`config.mk`:
```
export PLATFORM = sky130hd
export DESIGN_NAME = dtse_mul
export DESIGN_NICKNAME = d
export VERILOG_FILES = /design/src/hdl/dtse_pkg.sv /design/src/hdl/dtse_mul.sv
export SDC_FILE = /design/constraint.sdc
export NUM_CORES = 2
export LEC_CHECK = 0
export ABC_AREA = 1
export BUFFER_PORTS_ARGS = -buffer_cell sky130_fd_sc_hd__buf_4
export CORE_ASPECT_RATIO = 0.5
export CORE_MARGIN = 5
export CORE_UTILIZATION = 32
export CTS_BUF_LIST = sky130_fd_sc_hd__clkbuf_4 sky130_fd_sc_hd__clkbuf_8
export CTS_CLUSTER_DIAMETER = 30
export CTS_CLUSTER_SIZE = 20
export DETAILED_ROUTE_END_ITERATION = 6
export GPL_ROUTABILITY_DRIVEN = 0
export GPL_TIMING_DRIVEN = 0
export HOLD_SLACK_MARGIN = 0.06
export MAX_ROUTING_LAYER = met4
export PLACE_DENSITY = 0.57
export SLEW_MARGIN = 15
export SYNTH_ARGS = -nofsm -noshare
export SYNTH_HDL_FRONTEND = slang
export SYNTH_SLANG_ARGS = --single-unit
```
`constraint.sdc`:
```
create_clock -name clk -period 9.2 [get_ports clk]
set_clock_uncertainty 0.05 [all_clocks]
set_input_delay 1.84 -clock clk [delete_from_list [all_inputs] [get_ports clk]]
set_output_delay 1.84 -clock clk [all_outputs]
set_load 0.01 [all_outputs]
```
`src/hdl/dtse_pkg.sv`:
```
package dtse_pkg;

	localparam int unsigned ELAPSED_W = 32;
	localparam int unsigned SMOOTH_W = 48;
	localparam int unsigned CFG_IDX_W = 8;

	localparam logic [CFG_IDX_W-1:0] REG_SMOOTHING = 8'd0;
	localparam logic [CFG_IDX_W-1:0] REG_GAIN = 8'd1;

	localparam logic [15:0] SMOOTHING_RESET = 16'd58982;
	localparam logic [15:0] GAIN_RESET = 16'd1024;

	typedef struct packed {
		logic signed [ELAPSED_W-1:0] elapsed;
		logic signed [SMOOTH_W-1:0] smoothed;
	} win_entry_t;

	typedef struct packed {
		logic start;
		logic signed [63:0] a;
		logic signed [63:0] b;
	} mul_req_t;

endpackage

```
`src/hdl/dtse_mul.sv`:
```
module dtse_mul import dtse_pkg::*; (
	input logic clk,
	input logic arst_n,
	input mul_req_t req,
	output logic done,
	output logic signed [127:0] p
);

	logic [63:0] ua_q, ub_q;
	logic neg_q;
	logic [2:0] cnt_q;
	logic [1:0] k_s1;
	logic [63:0] pp_s1;
	logic [127:0] acc_q;
	logic [1:0] k;
	logic [127:0] pp_shift;

	// partial products of 32-bit halves, k[1] picks a half, k[0] picks b half
	assign k = 2'(cnt_q - 3'd1);

	always_comb begin
		case (k_s1)
			2'd0: pp_shift = {64'd0, pp_s1};
			2'd1, 2'd2: pp_shift = {32'd0, pp_s1, 32'd0};
			default: pp_shift = {pp_s1, 64'd0};
		endcase
	end

	always_ff @(posedge clk or negedge arst_n) begin
		if (!arst_n) begin
			cnt_q <= '0;
			done <= 1'b0;
		end else begin
			done <= 1'b0;
			if (req.start) begin
				cnt_q <= 3'd1;
			end else if (cnt_q != 3'd0) begin
				if (cnt_q == 3'd5) begin
					cnt_q <= 3'd0;
					done <= 1'b1;
				end else begin
					cnt_q <= cnt_q + 3'd1;
				end
			end
		end
	end

	always_ff @(posedge clk) begin
		if (req.start) begin
			ua_q <= req.a[63] ? 64'(-req.a) : req.a;
			ub_q <= req.b[63] ? 64'(-req.b) : req.b;
			neg_q <= req.a[63] ^ req.b[63];
			acc_q <= '0;
		end else begin
			if (cnt_q >= 3'd1 && cnt_q <= 3'd4) begin
				pp_s1 <= (k[1] ? ua_q[63:32] : ua_q[31:0]) * (k[0] ? ub_q[63:32] : ub_q[31:0]);
				k_s1 <= k;
			end
			if (cnt_q >= 3'd2) begin
				acc_q <= acc_q + pp_shift;
			end
		end
	end

	assign p = neg_q ? -$signed(acc_q) : $signed(acc_q);

endmodule

```
==> metrics.yaml <==
clkSinkCount: 327
ys_seq_area_share_pct: 12.7
clk_pin_slew_ns: 0.08
yosys_warnings: 0
syn-cell-area_mm2: 0.0671
async_flop_share_pct: 1.22
slew_headroom_pct: 9.46
outcome: "finished with violations"
grt_pass1_vias: 65500
finalNetCount: 11700
drive_gt1_share_pct: 6.56
synth_cell_type_count: 56
grt_util_all_layers_pct: 28.1
fin_cells: 13100
num-fill-cells: 22500
final_max_slew_viol_count: 0
cts_buffers: 60
fin_crit_sh_pct: 99.2
crit_buf_inv: 6
gr-total-overflow: 0
tightest_slew_ns: 1.36
yosys_register_bits: 327
drt_wl_total_mm: 308
drt_iter0_markers: 8096
cp_data_required_time_ns: 9.65
fmax_mhz: 110
hold_viol: 0
critPathTopFamily: "adder cells"
slowest_stage: "clkbuf_1"
antenna_found_initial: 7
syn_avg_cell_area_um2: 6.75
critical_path_arrival_ns: 9.58
coreArea_mm2: 0.208
synthesis.nets: 11400
crit_type: "reg2reg"
cap_violations: 0
fp-row-count: 118
vias: 67600
die-area_mm2: 0.219
wl_per_cell_um: 23.5
die_y_um: 334
setup_viol: 0
grt_max_degree: 67
grt_pass1_wl_mm: 439
drc_errors: 53
area_delta_synth_final_pct: 11.8
first_pass_iters: 7
cts_max_level: 2
cts_tree: "done"
via_per_inst: 5.16
initial_core_util_pct: 32.3
pin_count: 260
synth_ff_type: "edfxtp_1"
hold_class: "reg2reg"
cts-root-buf: "clkbuf_8"
dp_cells: 13000
clk_latency_ns: 0.80
setup.worst_path.end_class: "flop"
period_minus_slack_ns: 9.12
critPathLaunchType: "flop"
synth_edf_count: 195
cpPeakStageDelay_ns: 0.80
syn_inst: 9930
violations: "DRC"
crit_fanout: 10
port_buffers: 259
cpMostUsedCell: "fa_1"
dp.final_hpwl_mm: 261
fp.dieW_um: 657
ant_nets: 0
clk_path_buf_depth: 3
==> registers in the layout (all words and copies together), names as in the netlist <==
name / flops
ub_q: 64
acc_q: 128
neg_q: 1
k_s1: 2
cnt_q: 3
ua_q: 64
pp_s1: 64
done: 1
==> layer usage <==
layer,part of all wire [%],vias to the layer above,global-route usage [%]
met2,40,4240,39.6
met4,6.7,0,14.3
met1,39,31800,35.7
li1,-,30600,-
met5,0,-,-
met3,14,993,9.62
==> cell type report <==
class,instances,area [µm²],area share [%]
Multi-Input combinational cell,6946,49000,65.3
Inverter,2395,9040,12.1
Sequential cell,327,8520,11.4
Tap cell,2760,3450,4.61
Timing Repair Buffer,296,2340,3.12
Buffer,257,1240,1.66
Clock buffer,63,861,1.15
Clock inverter,50,518,0.691
Antenna cell,10,25.0,0.0334
==> cells in the final DEF, fill, tap and decap left out, types with 16 or more instances in the layout <==
| cell | instances |
|---|---|
| buf_2 | 17 |
| o22ai_1 | 65 |
| o21ai_0 | 246 |
| dfxtp_1 | 128 |
| nand3b_1 | 21 |
| inv_6 | 19 |
| nor2_1 | 1393 |
| a31oi_1 | 27 |
| buf_1 | 16 |
| clkbuf_1 | 126 |
| o211ai_1 | 33 |
| nor4_1 | 42 |
| edfxtp_1 | 195 |
| fa_1 | 891 |
| nand3_1 | 297 |
| o21ai_2 | 33 |
| clkbuf_8 | 66 |
| nand2_1 | 2404 |
| xor2_1 | 254 |
| ha_1 | 392 |
| clkbuf_4 | 18 |
| xnor2_1 | 60 |
| buf_4 | 294 |
| nand4_1 | 128 |
| nor3_1 | 102 |
| o21ai_1 | 21 |
| o21bai_1 | 32 |
| clkbuf_2 | 62 |
| inv_1 | 2362 |
| a21oi_1 | 353 |
==> final timing paths <==
check / from / to / slack, ns / cells after the start
max: cnt_q[0] / pp_s1[51] / 0.08 / 25
min: acc_q[1] / acc_q[1] / 0.54 / 2
max reg2reg: cnt_q[0] / pp_s1[51] / 0.08 / 25
min reg2reg: acc_q[1] / acc_q[1] / 0.54 / 2
max in group asynchronous: arst_n / done / 8.20 / 1
min in group asynchronous: arst_n / cnt_q[0] / 0.78 / 1
==> tightest hold or removal path, stage by stage (launching register included) <==
cell     delay, ns
dfxtp_1       0.33
o21ai_0       0.16
a21oi_1       0.06
==> per-stage QoR <==
step	area (µm²)	hold slack (ns)	worst slack, ns	utilization, %	TNS (ns)
after floorplan	67100	0.413	1.29	-	0
after global placement	72500	0.514	-2.41	34.9	-90.92
after detailed placement	72700	0.518	-2.23	35.0	-87.81
after CTS	74600	0.526	0.00900	35.9	0
after global routing	75000	0.542	-0.0184	36.1	-0.0300
final	75000	0.539	0.0777	36.1	0
==> synthesized netlist by cell type (10+ instances only) <==
cell,instances,area (µm²)
or2_2,15,93.8
buf_1,17,63.8
xnor2_1,60,526
dfxtp_1,128,2560
edfxtp_1,195,5860
xor2_1,254,2220
nand3b_1,21,158
o211ai_1,33,248
nand4_1,128,801
o22ai_1,65,407
o21ai_0,272,1360
nor4_1,44,275
fa_1,897,18000
nand3_1,299,1500
o21bai_1,32,240
a21o_1,15,113
o21a_1,10,75.1
o21ai_1,40,200
nor3_1,103,515
inv_1,2370,8900
a21oi_1,361,1810
clkbuf_1,240,901
clkinv_1,18,67.6
nand2_1,2404,9020
nor2_1,1397,5240
a31oi_1,27,169
ha_1,399,4990
==> logic make-up (layout without fill, tap and decap cells) <==
logic type | count (synthesis) | after routing | synth area share [%]
buffers and inverters | 2657 | 3061 | 14.9
flip-flops | 327 | 327 | 12.7
XOR/XNOR | 314 | 314 | 4.10
AND/OR/NAND/NOR | 4461 | 4461 | 27.0
adder cells (fa/ha/maj) | 1296 | 1296 | 34.2
other | 0 | 10 | 0
AO/OA/AOI/OAI | 875 | 875 | 7.13
==> repair_timing <==
action	CTS	global route
setup buffers	14	13
pin swaps	3	5
gates resized for setup	177	161
endpoints found under the setup margin	55	41
hold buffers	0	0
Power is left out: the tool's default activity adds up to more than one toggle a clock period on the data nets, which glitch-free logic cannot reach.
